**src/design/gtr_pkg.sv**
```systemverilog
// ----------------------------------------------------------------------------
// gtr_pkg
// Shared types, constants and helpers of the glyph text renderer.
// ----------------------------------------------------------------------------
package gtr_pkg;

	localparam int SCREEN_WIDTH  = 240;
	localparam int SCREEN_HEIGHT = 160;
	localparam int GLYPH_COUNT   = 256;

	localparam int GLYPH_W   = $clog2(GLYPH_COUNT);
	localparam int GLYPH_H   = 8;
	localparam int ROW_W     = $clog2(GLYPH_H);
	localparam int FONT_AW   = GLYPH_W + ROW_W;
	localparam int FONT_DEPTH = GLYPH_COUNT * GLYPH_H;
	localparam int ADDR_W    = 17;
	localparam int COLOR_W   = 8;
	localparam int ROW_PITCH = SCREEN_WIDTH / 2;
	localparam int WRAP_X    = SCREEN_WIDTH - 8;

	localparam int CFG_IDX_W = 2;
	localparam logic [CFG_IDX_W-1:0] CFG_FORE = 2'd0;
	localparam logic [CFG_IDX_W-1:0] CFG_BACK = 2'd1;
	localparam logic [CFG_IDX_W-1:0] CFG_BASE = 2'd2;

	localparam logic [7:0] CODE_LF = 8'h0A;
	localparam logic [7:0] CODE_CR = 8'h0D;

	localparam int QUEUE_DEPTH = 4;
	localparam int QUEUE_AW    = $clog2(QUEUE_DEPTH);

	localparam int S_TDATA_W = 40;
	localparam int S_TUSER_W = 2;
	localparam int M_TDATA_W = 48;

	typedef enum logic [1:0] {
		CMD_LOAD,
		CMD_NONE,
		CMD_DRAW
	} cmd_kind_t;

	typedef struct packed {
		cmd_kind_t          kind;
		logic [GLYPH_W-1:0] glyph;
		logic [ROW_W-1:0]   font_row;
		logic [7:0]         font_bits;
		logic [7:0]         cur_y;
		logic [6:0]         col_half;
		logic [7:0]         row_out;
	} gtr_cmd_t;

	typedef struct packed {
		logic [COLOR_W-1:0] fore;
		logic [COLOR_W-1:0] back;
		logic [ADDR_W-1:0]  base;
	} gtr_cfg_t;

	typedef enum logic [1:0] {
		BK_IDLE,
		BK_FETCH,
		BK_PRIME,
		BK_EMIT
	} bk_state_t;

	function automatic logic is_white(input logic [7:0] code);
		is_white = code inside {8'h20, [8'h09:8'h0D]};
	endfunction

endpackage

```
**src/design/gtr_queue.sv**
```systemverilog
// ----------------------------------------------------------------------------
// gtr_queue
// Short command queue between the front and back parts.
// ----------------------------------------------------------------------------
module gtr_queue (
	input  logic             clk,
	input  logic             arst_n,
	input  logic             push,
	input  gtr_pkg::gtr_cmd_t push_data,
	output logic             full,
	input  logic             pop,
	output logic             valid,
	output gtr_pkg::gtr_cmd_t pop_data
);
	import gtr_pkg::*;

	gtr_cmd_t              entry_q [QUEUE_DEPTH];
	logic [QUEUE_AW-1:0]   wr_ptr_q;
	logic [QUEUE_AW-1:0]   rd_ptr_q;
	logic [QUEUE_AW:0]     count_q;

	assign full     = (count_q == (QUEUE_AW+1)'(QUEUE_DEPTH));
	assign valid    = (count_q != '0);
	assign pop_data = entry_q[rd_ptr_q];

	always_ff @(posedge clk) begin
		if (push) begin
			entry_q[wr_ptr_q] <= push_data;
		end
	end

	always_ff @(posedge clk or negedge arst_n) begin
		if (!arst_n) begin
			wr_ptr_q <= '0;
			rd_ptr_q <= '0;
			count_q  <= '0;
		end else begin
			if (push) begin
				wr_ptr_q <= wr_ptr_q + 1'b1;
			end
			if (pop) begin
				rd_ptr_q <= rd_ptr_q + 1'b1;
			end
			case ({push, pop})
				2'b10:   count_q <= count_q + 1'b1;
				2'b01:   count_q <= count_q - 1'b1;
				default: count_q <= count_q;
			endcase
		end
	end

endmodule

```
**config.mk**
```make
export PLATFORM = sky130hd
export DESIGN_NAME = gtr_queue
export DESIGN_NICKNAME = d
export VERILOG_FILES = /design/src/design/gtr_pkg.sv /design/src/design/gtr_queue.sv
export SDC_FILE = /design/constraint.sdc
export NUM_CORES = 1
export LEC_CHECK = 0
export BUFFER_PORTS_ARGS = -buffer_cell sky130_fd_sc_hd__buf_2
export CORE_ASPECT_RATIO = 0.9
export CORE_MARGIN = 8
export CORE_UTILIZATION = 40
export CTS_CLUSTER_DIAMETER = 200
export DETAILED_ROUTE_END_ITERATION = 7
export SLEW_MARGIN = 15
export SYNTH_ARGS = -nofsm -noshare
export SYNTH_HDL_FRONTEND = slang
export SYNTH_SLANG_ARGS = --single-unit
export TNS_END_PERCENT = 20
```
**constraint.sdc**
```tcl
create_clock -name clk -period 2 [get_ports clk]
set_clock_uncertainty 0.1 [all_clocks]
set_input_delay 0.4 -clock clk [delete_from_list [all_inputs] [get_ports clk]]
set_output_delay 0.4 -clock clk [all_outputs]
set_load 0.005 [all_outputs]
```
==> impl_metrics.toml <==
[outcome]
status = "complete, but fails checks"
violations = "negative setup slack"

[logic_synthesis]
postSynth.topFlopCell = "edfxtp_1"
postSynthAreaPerCell_sq_um = 25.9
synth_seq_area_share = 0.803
async_reset_ff_frac = 0.0383
synth_edf_count = 176
yosysWarningCount = 0
syn_area_sq_mm = 0.00680
synth_cells = 263
synth_cell_types = 19
syn_nets = 317
ys_ff_latch = 183

[global_route]
grt.total_usage = 0.122
grt.overflow.total = 0
grt_pass1_wl_mm = 19.2
antenna_found_initial = 1
grt_max_degree = 34
grt_pass1_vias = 3399

[placed_design]
gp_congestion = 0.671
portBuffers = 93
placed_area_sq_mm = 0.00765
dp_hpwl_mm = 7.72

[clock_tree]
clkTransAtPathRegs_ns = 0.07
cts_buffers = 17
clock_sinks = 183
cts_tree = "done"
clockBufferDepth = 2
worstSkewPairLatency_ns = 0.42
cts_root_buf = "clkbuf_16"
h-tree-depth = 4

[worst_setup_path]
arrival_ns = 1.85
critPathBufInv = 3
worst_setup_path_end_kind = "output port"
cp_max_fo = 5
path_cells = "buf_4 -> buf_12 -> mux4_2 -> buf_2"
path_delay_family = "flip-flops"
slowest_delay_ns = 0.53
crit_slowest_cell = "dfrtp_4"
cp.required_ns = 1.50
start_kind = "flop"
path_class = "reg2out"

[power]
clkPwrFrac = 0.265
power_density_mw_per_mm2 = 1450
p_int_mw = 8.78
swShare = 0.268
power_frac_seq = 0.437
pwr-share-comb = 0.298
power_leakage_nw = 2.88
vdd_drop_max_uv = 751
p_sw_mw = 3.22

[cells_and_area]
multi_input_area_sq_mm = 0.00120
seqCellArea_sq_mm = 0.00547
stdcell_area_sq_mm = 0.00829
diodes = 0
drive_above_1_share = 0.476
areaGrowthSynthToFinish_pct = 21.9
n_fill_cell = 1373
post-route-util = 0.494
final_nets = 440

[floorplan]
io_pins = 94
dieArea_sq_mm = 0.0214
rows = 45
die_y_um = 140
die_w_um = 153
core_sq_mm = 0.0168
start_util = 0.405

[timing]
relSlewSlack = 0.809
fin_setup_tns_ns = -12.66
period_needed_ns = 2.35
rsz0062_at_grt = "yes"
setup_viol_count_final = 44
max_freq_mhz = 426
drv_slew = 0
fin_ws_ns = -0.350
min_period_over_period = 1.18
hold_violations = 0
worst_pin_slew_ns = 0.286

[route]
first_pass_iters = 4
viasPerCell = 5.02
vias = 3051
first_iter_violations = 193
wire_per_inst_um = 20.4
antenna_left = 0
drc_errors = 0
drt-total-wl_mm = 12.4

[flow_run]
max-cap-violations = 0

[hold_path]
min_path_type = "in2reg"
## cell type report
class | instances | area share
clock buffers | 17 | 0.0513
clock inverters | 13 | 0.0160
inverters | 3 | 0.00136
multi-input cells | 67 | 0.145
flip-flops and latches | 183 | 0.659
well taps | 211 | 0.0318
repair buffers | 114 | 0.0949
## flip-flops by register name, indices dropped and copies added, names as in the netlist
register	count
count_q	3
rd_ptr_q	2
entry_q	176
wr_ptr_q	2
## stage by stage
stage / setup slack, ns / hold WS [ns] / instances / total power, mW
2_1_floorplan: -0.179 / 0.00441 / 263 / 7.35
3_3_place_gp: 0.0657 / 0.145 / 572 / 8.73
3_5_place_dp: 0.0565 / 0.153 / 572 / 8.81
4_1_cts: -0.397 / 0.0656 / 607 / 12.2
5_1_grt: -0.414 / 0.0694 / 608 / 12.6
6_report: -0.350 / 0.0883 / 608 / 12.0
## Yosys cell counts, drive strengths merged, types with 2 or more instances
cell type  number  area [sq um]
and2            4          25.0
buf            10           116
dfrtp           7           175
edfxtp        176          5290
ha              5          62.6
inv             3          11.3
mux4           44          1010
nand2           2          7.51
xnor2           3          26.3
xor2            3          26.3
## path summary, 6_finish.rpt
| check | startpoint | to | slack [ns] | cells past startpoint |
|---|---|---|---|---|
| max | rd_ptr_q[0]$_DFFE_PN0P_ | pop_data[34] | -0.35 | 4 |
| min | pop | rd_ptr_q[0]$_DFFE_PN0P_ | 0.09 | 2 |
| max reg2reg | wr_ptr_q[0]$_DFFE_PN0P_ | entry_q[0][27]$_DFFE_PP_ | 0.48 | 4 |
| min reg2reg | count_q[2]$_DFFE_PN0P_ | count_q[2]$_DFFE_PN0P_ | 0.39 | 1 |
| max in group asynchronous | arst_n | rd_ptr_q[1]$_DFFE_PN0P_ | 1.37 | 2 |
| min in group asynchronous | arst_n | rd_ptr_q[0]$_DFFE_PN0P_ | 0.24 | 2 |
## layer usage
layer	wire [um]	global-route usage	vias up
li1	-	-	1358
met1	5230	0.142	1589
met2	6220	0.201	83
met3	691	0.0390	19
met4	218	0.0577	2
met5	10	0	-
## power groups by stage
| stage | sequential (mW) | clock (mW) | combinational (mW) |
|---|---|---|---|
| floorplan | 5.24 | 0 | 2.11 |
| global placement | 5.32 | 0 | 3.42 |
| detailed placement | 5.36 | 0 | 3.45 |
| CTS | 5.26 | 3.26 | 3.68 |
| global route | 5.30 | 3.39 | 3.91 |
| finish | 5.24 | 3.17 | 3.58 |
## layout by cell type, fill, tap and decap left out, drive strengths merged
cell / count
bufinv: 2
nor3b: 1
nand2: 2
clkinvlp: 4
buf: 113
xor2: 3
and2: 4
o21ai: 1
mux2: 1
inv: 5
clkinv: 5
dfrtp: 7
dlygate4sd3: 1
ha: 5
xnor2: 3
mux4: 44
clkbuf: 17
nor2: 1
or3: 1
fa: 1
edfxtp: 176
## cell families after synthesis
family | after synthesis | share of synthesized area
buf+inv | 13 | 0.0188
xor+xnor | 6 | 0.00773
simple gates | 9 | 0.00736
fa+ha+maj | 6 | 0.0121
compound gates | 1 | 0.000735
mux | 45 | 0.151
flops | 183 | 0.803
## worst register-to-register path: cells and delay by family, from the launching register on
kind                     cells  cell delay [ns]
AND/OR/NAND/NOR              1             0.17
buffers and inverters        2             0.37
flip-flops                   1             0.42
adder cells (fa/ha/maj)      1             0.14
## timing repair
item	4_1_cts	5_1_grt
hold buffers	1	0
buffers inserted	3	1
cloned	1	0
gates resized for setup	3	5
endpoints found under the hold margin	7	0
setup endpoints to repair	44	44
(Power assumes the default switching activity.)
