$ cat config.mk
export PLATFORM = sky130hd
export DESIGN_NAME = gtr_front
export DESIGN_NICKNAME = d
export VERILOG_FILES = /design/src/design/gtr_pkg.sv /design/src/design/gtr_front.sv
export SDC_FILE = /design/constraint.sdc
export NUM_CORES = 1
export LEC_CHECK = 0
export BUFFER_PORTS_ARGS = -buffer_cell sky130_fd_sc_hd__buf_2
export CORE_MARGIN = 5
export CORE_UTILIZATION = 35
export CTS_CLUSTER_SIZE = 24
export DETAILED_ROUTE_END_ITERATION = 10
export HOLD_SLACK_MARGIN = 0.02
export SETUP_SLACK_MARGIN = 0.15
export SYNTH_ARGS = -nofsm -noshare
export SYNTH_HDL_FRONTEND = slang
export SYNTH_SLANG_ARGS = --single-unit
export TNS_END_PERCENT = 20
$ cat constraint.sdc
create_clock -name clk -period 11.25 [get_ports clk]
set_clock_uncertainty 0.2 [all_clocks]
set_input_delay 1.125 -clock clk [delete_from_list [all_inputs] [get_ports clk]]
set_output_delay 1.125 -clock clk [all_outputs]
set_load 0.01 [all_outputs]
$ cat src/design/gtr_pkg.sv
// ----------------------------------------------------------------------------
// gtr_pkg
// Shared types, constants and helpers of the glyph text renderer.
// ----------------------------------------------------------------------------
package gtr_pkg;

	localparam int SCREEN_WIDTH  = 240;
	localparam int SCREEN_HEIGHT = 160;
	localparam int GLYPH_COUNT   = 256;

	localparam int GLYPH_W   = $clog2(GLYPH_COUNT);
	localparam int GLYPH_H   = 8;
	localparam int ROW_W     = $clog2(GLYPH_H);
	localparam int FONT_AW   = GLYPH_W + ROW_W;
	localparam int FONT_DEPTH = GLYPH_COUNT * GLYPH_H;
	localparam int ADDR_W    = 17;
	localparam int COLOR_W   = 8;
	localparam int ROW_PITCH = SCREEN_WIDTH / 2;
	localparam int WRAP_X    = SCREEN_WIDTH - 8;

	localparam int CFG_IDX_W = 2;
	localparam logic [CFG_IDX_W-1:0] CFG_FORE = 2'd0;
	localparam logic [CFG_IDX_W-1:0] CFG_BACK = 2'd1;
	localparam logic [CFG_IDX_W-1:0] CFG_BASE = 2'd2;

	localparam logic [7:0] CODE_LF = 8'h0A;
	localparam logic [7:0] CODE_CR = 8'h0D;

	localparam int QUEUE_DEPTH = 4;
	localparam int QUEUE_AW    = $clog2(QUEUE_DEPTH);

	localparam int S_TDATA_W = 40;
	localparam int S_TUSER_W = 2;
	localparam int M_TDATA_W = 48;

	typedef enum logic [1:0] {
		CMD_LOAD,
		CMD_NONE,
		CMD_DRAW
	} cmd_kind_t;

	typedef struct packed {
		cmd_kind_t          kind;
		logic [GLYPH_W-1:0] glyph;
		logic [ROW_W-1:0]   font_row;
		logic [7:0]         font_bits;
		logic [7:0]         cur_y;
		logic [6:0]         col_half;
		logic [7:0]         row_out;
	} gtr_cmd_t;

	typedef struct packed {
		logic [COLOR_W-1:0] fore;
		logic [COLOR_W-1:0] back;
		logic [ADDR_W-1:0]  base;
	} gtr_cfg_t;

	typedef enum logic [1:0] {
		BK_IDLE,
		BK_FETCH,
		BK_PRIME,
		BK_EMIT
	} bk_state_t;

	function automatic logic is_white(input logic [7:0] code);
		is_white = code inside {8'h20, [8'h09:8'h0D]};
	endfunction

endpackage

$ cat src/design/gtr_front.sv
// ----------------------------------------------------------------------------
// gtr_front
// Accepts items, tracks the cursor and classifies each item into a command.
// ----------------------------------------------------------------------------
module gtr_front (
	input  logic                          clk,
	input  logic                          arst_n,
	input  logic                          s_tvalid,
	output logic                          s_tready,
	input  logic [gtr_pkg::S_TDATA_W-1:0] s_tdata,  // char_code, start_x, start_y,
	                                                 // font_row_index, font_row_bits
	input  logic [gtr_pkg::S_TUSER_W-1:0] s_tuser,  // mode, first_of_string
	output logic                          push,
	output gtr_pkg::gtr_cmd_t             push_data,
	input  logic                          full
);
	import gtr_pkg::*;

	logic [7:0] cx_q, cy_q, ls_q;
	logic       skip_q, done_q;

	logic       mode, first;
	logic [7:0] code, sx, sy, frb;
	logic [2:0] fri;

	logic [7:0] cx, cy, ls;
	logic       skip, done;
	logic [7:0] cx_n, cy_n;
	logic       skip_n, done_n;
	logic [8:0] nx;

	assign mode  = s_tuser[0];
	assign first = s_tuser[1];
	assign code  = s_tdata[7:0];
	assign sx    = s_tdata[15:8];
	assign sy    = s_tdata[23:16];
	assign fri   = s_tdata[26:24];
	assign frb   = s_tdata[34:27];

	assign s_tready = !full;
	assign push     = s_tvalid && s_tready;

	always_comb begin
		cx   = first ? sx : cx_q;
		cy   = first ? sy : cy_q;
		ls   = first ? sx : ls_q;
		skip = first ? 1'b0 : skip_q;
		done = first ? 1'b0 : done_q;
		nx   = {1'b0, cx} + 9'd8;

		cx_n   = cx;
		cy_n   = cy;
		skip_n = skip;
		done_n = done;

		push_data           = '0;
		push_data.kind      = CMD_NONE;
		push_data.glyph     = code[GLYPH_W-1:0];
		push_data.font_row  = fri;
		push_data.font_bits = frb;
		push_data.cur_y     = cy;
		push_data.col_half  = cx[7:1];
		push_data.row_out   = cy;

		if (mode) begin
			push_data.kind = CMD_LOAD;
		end else if (done || cy >= 8'(SCREEN_HEIGHT)) begin
			done_n = 1'b1;
		end else if (skip && is_white(code)) begin
			push_data.kind = CMD_NONE;
		end else begin
			skip_n = 1'b0;
			if (code == CODE_LF) begin
				cy_n              = cy + 8'd8;
				cx_n              = ls;
				push_data.row_out = cy_n;
			end else if (code == CODE_CR) begin
				cx_n = ls;
			end else begin
				push_data.kind = CMD_DRAW;
				if (nx >= 9'(WRAP_X)) begin
					skip_n = 1'b1;
					cx_n   = '0;
					cy_n   = cy + 8'd8;
				end else begin
					cx_n = nx[7:0];
				end
				push_data.row_out = cy_n;
			end
		end
	end

	always_ff @(posedge clk or negedge arst_n) begin
		if (!arst_n) begin
			cx_q   <= '0;
			cy_q   <= '0;
			ls_q   <= '0;
			skip_q <= 1'b0;
			done_q <= 1'b0;
		end else if (push && !mode) begin
			cx_q   <= cx_n;
			cy_q   <= cy_n;
			ls_q   <= ls;
			skip_q <= skip_n;
			done_q <= done_n;
		end
	end

endmodule

==> results of run 1 <==
==> area by class of cell <==
| type | instances | area, µm² |
|---|---|---|
| Clock buffer | 3 | 41.29 |
| Fill cell | 598 | 3521 |
| Sequential cell | 26 | 650.6 |
| Inverter | 14 | 52.55 |
| Clock inverter | 1 | 30.03 |
| Multi-Input combinational cell | 175 | 1274 |
| Timing Repair Buffer | 65 | 327.8 |
| Tap cell | 75 | 93.84 |
==> worst register-to-register path, stage by stage, from the launching register on <==
cell	delay [ns]
dfrtp_1	0.44
mux2_4	0.33
ha_1	0.31
nand2b_1	0.18
a2111oi_4	0.32
a311o_2	0.33
nand2_1	0.18
o31ai_2	0.41
o22ai_1	0.15
==> power by group through the flow <==
stage	combinational [mW]	clock (mW)	sequential [mW]
2_1_floorplan	0.0970	0	0.127
5_1_grt	0.141	0.0859	0.132
3_5_place_dp	0.128	0	0.131
3_3_place_gp	0.126	0	0.130
6_report	0.127	0.0796	0.129
4_1_cts	0.129	0.0819	0.129
==> worst paths after layout <==
kind / slack [ns] / start / endpoint
max in group asynchronous: 9.82 / arst_n / cx_q[7]
max: 5.84 / s_tuser[1] / push_data[5]
min in group asynchronous: 0.63 / arst_n / cy_q[1]
min: 0.28 / cy_q[0] / cy_q[0]
min reg2reg: 0.28 / cy_q[0] / cy_q[0]
max reg2reg: 8.26 / cx_q[3] / cx_q[2]
==> routing by layer <==
metal,global-route usage (%),wire length [µm]
met5,0,0
met4,6.225,99
met3,2.028,315
met2,24.70,2714
met1,18.39,2544
==> cells in the final DEF (no fill, tap or decap), types with 2 or more instances in the layout <==
master | Yosys | layout
dfrtp_1 | 26 | 26
a221o_1 | 2 | 2
nand3_1 | 3 | 3
a21oi_1 | 11 | 11
o21ai_0 | 18 | 18
nor3_1 | 5 | 5
o21a_1 | 2 | 2
nand4_1 | 3 | 3
nand2_1 | 31 | 31
nor2_1 | 10 | 10
a21o_1 | 3 | 3
o22ai_1 | 3 | 3
clkbuf_8 | 0 | 3
a31oi_1 | 3 | 3
mux2i_1 | 10 | 10
and2_1 | 3 | 3
nor2b_1 | 5 | 5
nand2b_1 | 2 | 2
a311oi_1 | 2 | 2
mux2_4 | 2 | 2
mux2_2 | 17 | 17
a2111oi_0 | 2 | 2
xnor2_1 | 3 | 3
o211ai_1 | 4 | 4
inv_1 | 14 | 14
buf_2 | 1 | 64
ha_1 | 2 | 2
==> cells by family (layout without fill, tap and decap cells) <==
group	after synthesis	after routing	share of synthesized area (%)
buffers and inverters	45	83	11.91
XOR/XNOR	3	3	1.203
multiplexers	30	30	15.75
adder cells (fa/ha/maj)	2	2	1.145
AND/OR/NAND/NOR	72	72	16.50
flip-flops	26	26	29.78
AO/OA/AOI/OAI	68	68	23.71
==> flip-flops by register name (all words and copies together) (netlist names) <==
| register | flops |
|---|---|
| skip_q | 1 |
| done_q | 1 |
| cx_q | 8 |
| cy_q | 8 |
| ls_q | 8 |
==> through the flow <==
stage          setup slack (ns)  util [%]  instances
4_1_cts                   5.851     41.23        359
5_1_grt                   5.565     41.23        359
3_3_place_gp              5.860     40.04        355
6_report                  5.835     41.23        359
3_5_place_dp              5.858     40.04        355
2_1_floorplan             5.733         -        246
==> reports/results.txt, run 1 <==
top_reg_cell synth: dfrtp_1
final-report max-slew violation count: 0
CTS tree: done
synth top area cells: dfrtp_1, mux2_2, buf_4
worst reg2reg path depth: 8
Fin Setup TNS: 0 ns
Clock Sinks: 26
switch share: 35.03%
Area growth syn-to-layout: 13.06%
drt first pass iters: 4
Total GRT Usage: 14.52%
row cnt: 28
Worst slew margin: 32.40%
Startpoint Class: input pin
Synth Register Bits: 26
n_diodes: 0
clock power share: 23.7%
nets@finish: 333
CP peak stage delay: 0.62 ns
Worst-Margin Slew: 1.010 ns
Worst Hold Depth: 2
initial DRC count: 73
Port Buf Inserts: 64
Final Hold Vio Count: 0
cells along the critical path: buf_2 -> mux2_4 -> ha_1 -> nand2b_1 -> a2111oi_4 -> a311o_2 -> a31oi_1 -> nor4_1 -> nor2_1 -> buf_2
Seq pwr share: 38.5%
post-route ant nets: 0
fin area: 2470 µm²
max cap viols: 0
unrepaired setup endpoints after global routing: false
P_leak: 1.151 nW
post-CTS setup buffer count: 0
power per standard cell area: 136.2 nW/µm²
Gate power share: 37.9%
DRC Markers: 0
chip height: 89.01 µm
vias in the first global route: 1913
Final Cycle Share: 48.13%
Die Wd: 89.01 µm
status: finished, final reports clean
Tightest Hold Check Type: reg2reg
CTS resizes: 0
Crit-path slowest cell: buf_2
DR vias: 1934
DR vias/cell: 5.387
Seq/Total Area, Yosys: 29.78%
maximum clock path buffer count: 2
core area: 5991 µm²
Yosys Warn Count: 0
Internal: 0.2185 mW
WP depth: 10
initial antenna violation count: 0
first-pass GRT wire length: 9149 µm
count leader, synth: nand2_1
Placed Area: 2399 µm²
DP HPWL: 4246 µm
Async S/R FF share, synth: 100.0%
Setup crit end kind: output pin
min cycle time layout: 5.415 ns
initial core utilization: 36.47%
Setup violations, final: 0
switching power total: 0.1178 mW
Crit path top cell by count: buf_2
Crit Path Max Fanout: 38
Yosys top cell by area: dfrtp_1
Cells after Synth: 246
Post-Syn Area: 2185 µm²
share of cells above drive strength 1: 35.56%
Critical Path AT: 4.09 ns
area share of the largest cell type after synthesis: 29.78%
total grt overflow: 0
Crit Path Class: in2out
DRT Wirelength: 5673 µm
Num CTS Buffers: 3
clk slew on worst S/H paths: 0.10 ns
CTS hold repair buffers: 0
WL/cell: 15.80 µm
Clock Latency Late Sink: 0.28 ns
total power after layout: 0.3363 mW
synth cell count leaders: nand2_1, dfrtp_1, buf_4
GP Congestion: 0.8575
fmax: 0.1847 GHz
Post-Syn Nets: 294
Hold WS: 0.2817 ns
Post-synth EDFFs: 0
Buf/Inv on CP: 2
critical path's top delay family: compound AO/OA/AOI/OAI gates
Post-Syn Area per Cell: 8.880 µm²
Yosys cell types: 59
top-level port count: 92
root buffer cell: clkbuf_8
H-tree levels: 1
pin count of the biggest net entering global routing: 39
peak supply drop: 0.06368 mV
Crit path required time: 9.93 ns
full die area: 7922 µm²
No activity file was read; power rests on OpenSTA's default activity.
==> run 2, diff against run 1 <==
--- a/config.mk
+++ b/config.mk
@@ -5,6 +5,7 @@
 export SDC_FILE = /design/constraint.sdc
 export NUM_CORES = 1
 export LEC_CHECK = 0
+export ABC_AREA = 1
 export BUFFER_PORTS_ARGS = -buffer_cell sky130_fd_sc_hd__buf_2
 export CORE_MARGIN = 5
 export CORE_UTILIZATION = 35
==> constraint.sdc (replaced) <==
create_clock -name clk -period 5.64 [get_ports clk]
set_clock_uncertainty 0.2 [all_clocks]
set_input_delay 0.564 -clock clk [delete_from_list [all_inputs] [get_ports clk]]
set_output_delay 0.564 -clock clk [all_outputs]
set_load 0.01 [all_outputs]
==> run 2 against run 1 <==
- flip-flop and latch count did not move
- highest routed layer unchanged
- via count rose by 0.47%
- worst hold slack got worse by 0.20 ns
- synthesized cell count rose by 24%
- global-route usage fell by 0.59 points
- die area fell by 6.9%
- cell count rose by 15%
==> reports/results.txt, run 2 <==
Fin Setup TNS: 0 ns
max cap viols: 0
DP HPWL: 3824 µm
cells along the critical path: buf_2 -> inv_2 -> nand2_1 -> nand2_2 -> ha_1 -> nor2_1 -> nand3_1 -> nand2_1 -> nand2_1 -> o21ai_2 -> nand2_1 -> nand2_2 -> nand3b_1 -> and2_1 -> buf_2
Post-Syn Area: 2014 µm²
clk slew on worst S/H paths: 0.09 ns
DR vias: 1943
final-report max-slew violation count: 0
unrepaired setup endpoints after global routing: false
CP peak stage delay: 0.36 ns
Startpoint Class: input pin
root buffer cell: clkbuf_8
maximum clock path buffer count: 2
total grt overflow: 0
Post-synth EDFFs: 0
commonest non-fill, non-tap cell in the layout: nand2_1
nets@finish: 391
r2r setup slk: 3.31 ns
status: finished, final reports clean
Tightest Hold Check Type: in2async
Worst-Margin Slew: 0.5934 ns
min cycle time layout: 3.785 ns
CTS hold repair buffers: 0
core area: 5540 µm²
Final Cycle Share: 67.11%
fmax: 0.2642 GHz
Regs by FF count: cx_q (8), cy_q (8), ls_q (8)
peak supply drop: 0.1563 mV
Critical Path AT: 3.02 ns
DRC Markers: 0
Worst slew margin: 60.44%
worst reg2reg path depth: 15
Clock Latency Late Sink: 0.27 ns
Synth Register Bits: 26
H-tree levels: 1
n_diodes: 0
Crit-path slowest cell: buf_2
first-pass GRT wire length: 8473 µm
synth top area cells: dfrtp_1, nand2_1, buf_4
fin cells: 413
Clock Sinks: 26
Total GRT Usage: 13.93%
critical path's top delay family: simple AND/OR/NAND/NOR gates
Crit path top cell by count: nand2_1
R2R Path Start: cx_q[3]
count leader, synth: nand2_1
post-route ant nets: 0
CTS tree: done
Post-Syn Nets: 354
WL/cell: 12.16 µm
placed cells: 410
Setup crit end kind: output pin
initial DRC count: 101
initial core utilization: 36.36%
Area growth syn-to-layout: 12.05%
Final Hold Vio Count: 0
Crit path required time: 4.88 ns
top-level port count: 92
Async S/R FF share, synth: 100.0%
Cells after Synth: 306
chip height: 85.87 µm
Crit Path Max Fanout: 23
top_reg_cell synth: dfrtp_1
row cnt: 27
Yosys top cell by area: dfrtp_1
Yosys Warn Count: 0
P_leak: 1.270 nW
total power after layout: 0.5520 mW
Port Buf Inserts: 64
Hold WS: 0.08549 ns
Seq/Total Area, Yosys: 32.30%
Crit Path Class: in2out
Setup violations, final: 0
CTS resizes: 0
vias in the first global route: 1849
area share of the largest cell type after synthesis: 32.30%
most frequent cells in the layout: nand2_1, buf_2, inv_1
GP Congestion: 0.8732
DR vias/cell: 4.705
synth cell count leaders: nand2_1, inv_1, dfrtp_1
drt first pass iters: 4
DRT Wirelength: 5024 µm
share of cells above drive strength 1: 23.75%
Num CTS Buffers: 3
post-CTS setup buffer count: 0
pin count of the biggest net entering global routing: 33
Post-Syn Area per Cell: 6.583 µm²
Die Wd: 85.87 µm
Yosys cell types: 30
full die area: 7373 µm²
Core Util, Final: 40.74%
initial antenna violation count: 0
fill count: 627
power per standard cell area: 244.6 nW/µm²
Buf/Inv on CP: 3
FF-to-FF End: cy_q[6]
run 2: layout make-up:
type | count | area (µm²) | area share [%]
Tap cell | 72 | 90.09 | 3.991
Inverter | 32 | 120.1 | 5.322
Clock buffer | 3 | 41.29 | 1.829
Timing Repair Buffer | 65 | 327.8 | 14.52
Multi-Input combinational cell | 215 | 1027 | 45.51
Sequential cell | 26 | 650.6 | 28.82
run 2: power breakdown:
part | internal (mW) | leakage, nW | switching [mW]
Sequential | 0.224 | 0.324 | 0.0184
Clock | 0.0478 | 0.0216 | 0.0560
Combinational | 0.0779 | 0.925 | 0.128
Total | 0.349 | 1.27 | 0.203
run 2: worst max path at each step:
stage | from | endpoint | slack [ns] | cells after the start
2_1_floorplan | s_tuser[1] | push_data[3] | 2.65 | 15
3_3_place_gp | s_tuser[1] | push_data[4] | 1.86 | 16
3_5_place_dp | s_tuser[1] | push_data[3] | 1.82 | 15
4_1_cts | s_tuser[1] | push_data[3] | 1.78 | 15
5_1_grt | s_tuser[1] | push_data[3] | 1.54 | 16
6_report | s_tuser[1] | push_data[4] | 1.85 | 15
run 2: per-stage QoR:
stage	instance area (µm²)	setup WS, ns
after global placement	2216	1.858
final	2257	1.855
after detailed placement	2216	1.815
after floorplan	2014	2.653
after CTS	2257	1.782
after global routing	2257	1.537
run 2: cells by family (layout without fill, tap and decap cells):
| family | after synthesis | in the layout | synth area share, % |
|---|---|---|---|
| AND/OR/NAND/NOR | 166 | 166 | 35.22 |
| buffers and inverters | 65 | 100 | 16.71 |
| AO/OA/AOI/OAI | 47 | 47 | 14.54 |
| flip-flops | 26 | 26 | 32.30 |
| adder cells (fa/ha/maj) | 2 | 2 | 1.242 |
run 2: layer usage:
metal  wire length (µm)  GRT usage, %  part of all wire, %  vias to the layer above
met1               2357         18.26                   47                      878
met5                  0             0                    0                        -
li1                   -             -                    -                     1025
met3                278         3.458                  5.5                        4
met4                 30         2.446                 0.60                        0
met2               2358         23.41                   47                       36
==> run 3, diff against run 2 <==
==> constraint.sdc (replaced) <==
create_clock -name clk -period 3.85 [get_ports clk]
set_clock_uncertainty 0.2 [all_clocks]
set_input_delay 0.385 -clock clk [delete_from_list [all_inputs] [get_ports clk]]
set_output_delay 0.385 -clock clk [all_outputs]
set_load 0.01 [all_outputs]
==> run 3 against run 2 <==
- clock power grew 71%
- cell area up 2.1%
- highest routed layer unchanged
- die area is the same
- core utilization up 0.84 points
- critical path depth is 1 higher
==> reports/results.txt, run 3 (same netlist as run 2, synthesis figures left out) <==
status: finished, final reports clean
critical path's top delay family: simple AND/OR/NAND/NOR gates
Core Util, Final: 41.58%
final-report max-slew violation count: 0
DR vias: 1974
maximum clock path buffer count: 2
core area: 5540 µm²
row cnt: 27
Fin Setup TNS: 0 ns
n_diodes: 0
Worst slew margin: 58.40%
Seq pwr share: 42.2%
post-CTS setup buffer count: 0
nets@finish: 395
fmax: 0.3344 GHz
Final Cycle Share: 77.68%
DR vias/cell: 4.722
DRT Wirelength: 5104 µm
initial antenna violation count: 0
switch share: 36.18%
Worst-Margin Slew: 0.6239 ns
Internal: 0.5366 mW
CTS tree: done
drt first pass iters: 5
Setup violations, final: 0
DP HPWL: 3797 µm
root buffer cell: clkbuf_8
Final Hold Vio Count: 0
Clock Sinks: 26
initial DRC count: 78
clk slew on worst S/H paths: 0.09 ns
CTS hold repair buffers: 1
max cap viols: 0
GP Congestion: 0.8540
switching power total: 0.3042 mW
Startpoint Class: input pin
Tightest Hold Check Type: reg2reg
CP peak stage delay: 0.26 ns
Crit path required time: 3.26 ns
Port Buf Inserts: 64
min cycle time layout: 2.991 ns
Regs by FF count: cx_q (8), cy_q (8), ls_q (8)
clock power share: 21.2%
DRC Markers: 0
Clock Latency Late Sink: 0.27 ns
commonest non-fill, non-tap cell in the layout: nand2_1
chip height: 85.87 µm
Total GRT Usage: 13.81%
Crit path top cell by count: nand2_1
Crit Path Max Fanout: 9
power per standard cell area: 365.1 nW/µm²
Die Wd: 85.87 µm
Critical Path AT: 2.41 ns
initial core utilization: 36.36%
Num CTS Buffers: 3
Crit Path Class: in2out
pin count of the biggest net entering global routing: 33
H-tree levels: 1
fill count: 611
Crit-path slowest cell: ha_1
WL/cell: 12.21 µm
Area growth syn-to-layout: 14.35%
cells along the critical path: buf_2 -> inv_2 -> nand2_1 -> nand2_1 -> ha_1 -> nand3b_1 -> nand2_1 -> inv_1 -> nand3_1 -> o21ai_2 -> nand2_1 -> nand2_2 -> nand2_1 -> nand2_1 -> and2_1 -> buf_2
share of cells above drive strength 1: 24.57%
top-level port count: 92
most frequent cells in the layout: nand2_1, buf_2, inv_1
CTS resizes: 0
Buf/Inv on CP: 4
peak supply drop: 0.2076 mV
total grt overflow: 0
unrepaired setup endpoints after global routing: false
full die area: 7373 µm²
vias in the first global route: 1854
post-route ant nets: 0
total power after layout: 0.8409 mW
P_leak: 1.297 nW
first-pass GRT wire length: 8369 µm
Setup crit end kind: output pin
Gate power share: 36.7%
==> run 3: metal layers <==
metal	GRT usage, %	part of all wire (%)
met1	18.46	48
met2	22.99	46
met3	3.362	5.5
met4	2.158	0.55
met5	0	0
==> run 3: metrics by stage <==
step	instance area, µm²	hold WS, ns	cells	setup slack (ns)
after floorplan	2014	-0.1106	306	1.221
after global placement	2238	0.2335	413	0.8704
after detailed placement	2238	0.2358	413	0.8526
after CTS	2303	0.2883	418	0.8564
after global routing	2303	0.3137	418	0.6308
final	2303	0.2842	418	0.8593
==> run 3: final timing paths <==
kind	depth (start not counted)	from	slack (ns)	end
setup reg to reg	14	cx_q[4]	1.55	cx_q[1]
hold reg to reg	2	cy_q[3]	0.28	cy_q[3]
max in group asynchronous	2	arst_n	2.59	ls_q[3]
min in group asynchronous	2	arst_n	0.45	ls_q[7]
hold / removal	2	cy_q[3]	0.28	cy_q[3]
setup / recovery	16	s_tuser[1]	0.86	push_data[4]
==> run 3: layout make-up <==
cell class	instances	area [µm²]	share of cell area, %
Clock buffer	4	55.05	2.390
Inverter	32	120.1	5.215
Multi-Input combinational cell	215	1027	44.60
Sequential cell	26	650.6	28.25
Tap cell	72	90.09	3.911
Timing Repair Buffer	69	360.3	15.64
==> run 3: power by group through the flow <==
| stage | clock network, mW | registers (mW) | logic, mW |
|---|---|---|---|
| finish | 0.178 | 0.355 | 0.308 |
| global route | 0.196 | 0.361 | 0.352 |
| CTS | 0.184 | 0.354 | 0.312 |
| detailed placement | 0 | 0.359 | 0.310 |
| global placement | 0 | 0.358 | 0.305 |
| floorplan | 0 | 0.354 | 0.230 |
==> run 3: worst reg2reg max path, stage by stage (launching register included) <==
cell and delay, ns:
dfrtp_1 0.39, nand2_1 0.09, nand2_1 0.13, ha_1 0.33, nor2_1 0.11, nand3_1 0.09, nand2_1 0.07, nand2_1 0.07
o21ai_2 0.15, buf_4 0.16, nand2_1 0.07, inv_1 0.10, nand2_1 0.09, nand3_1 0.10, nand2_1 0.06
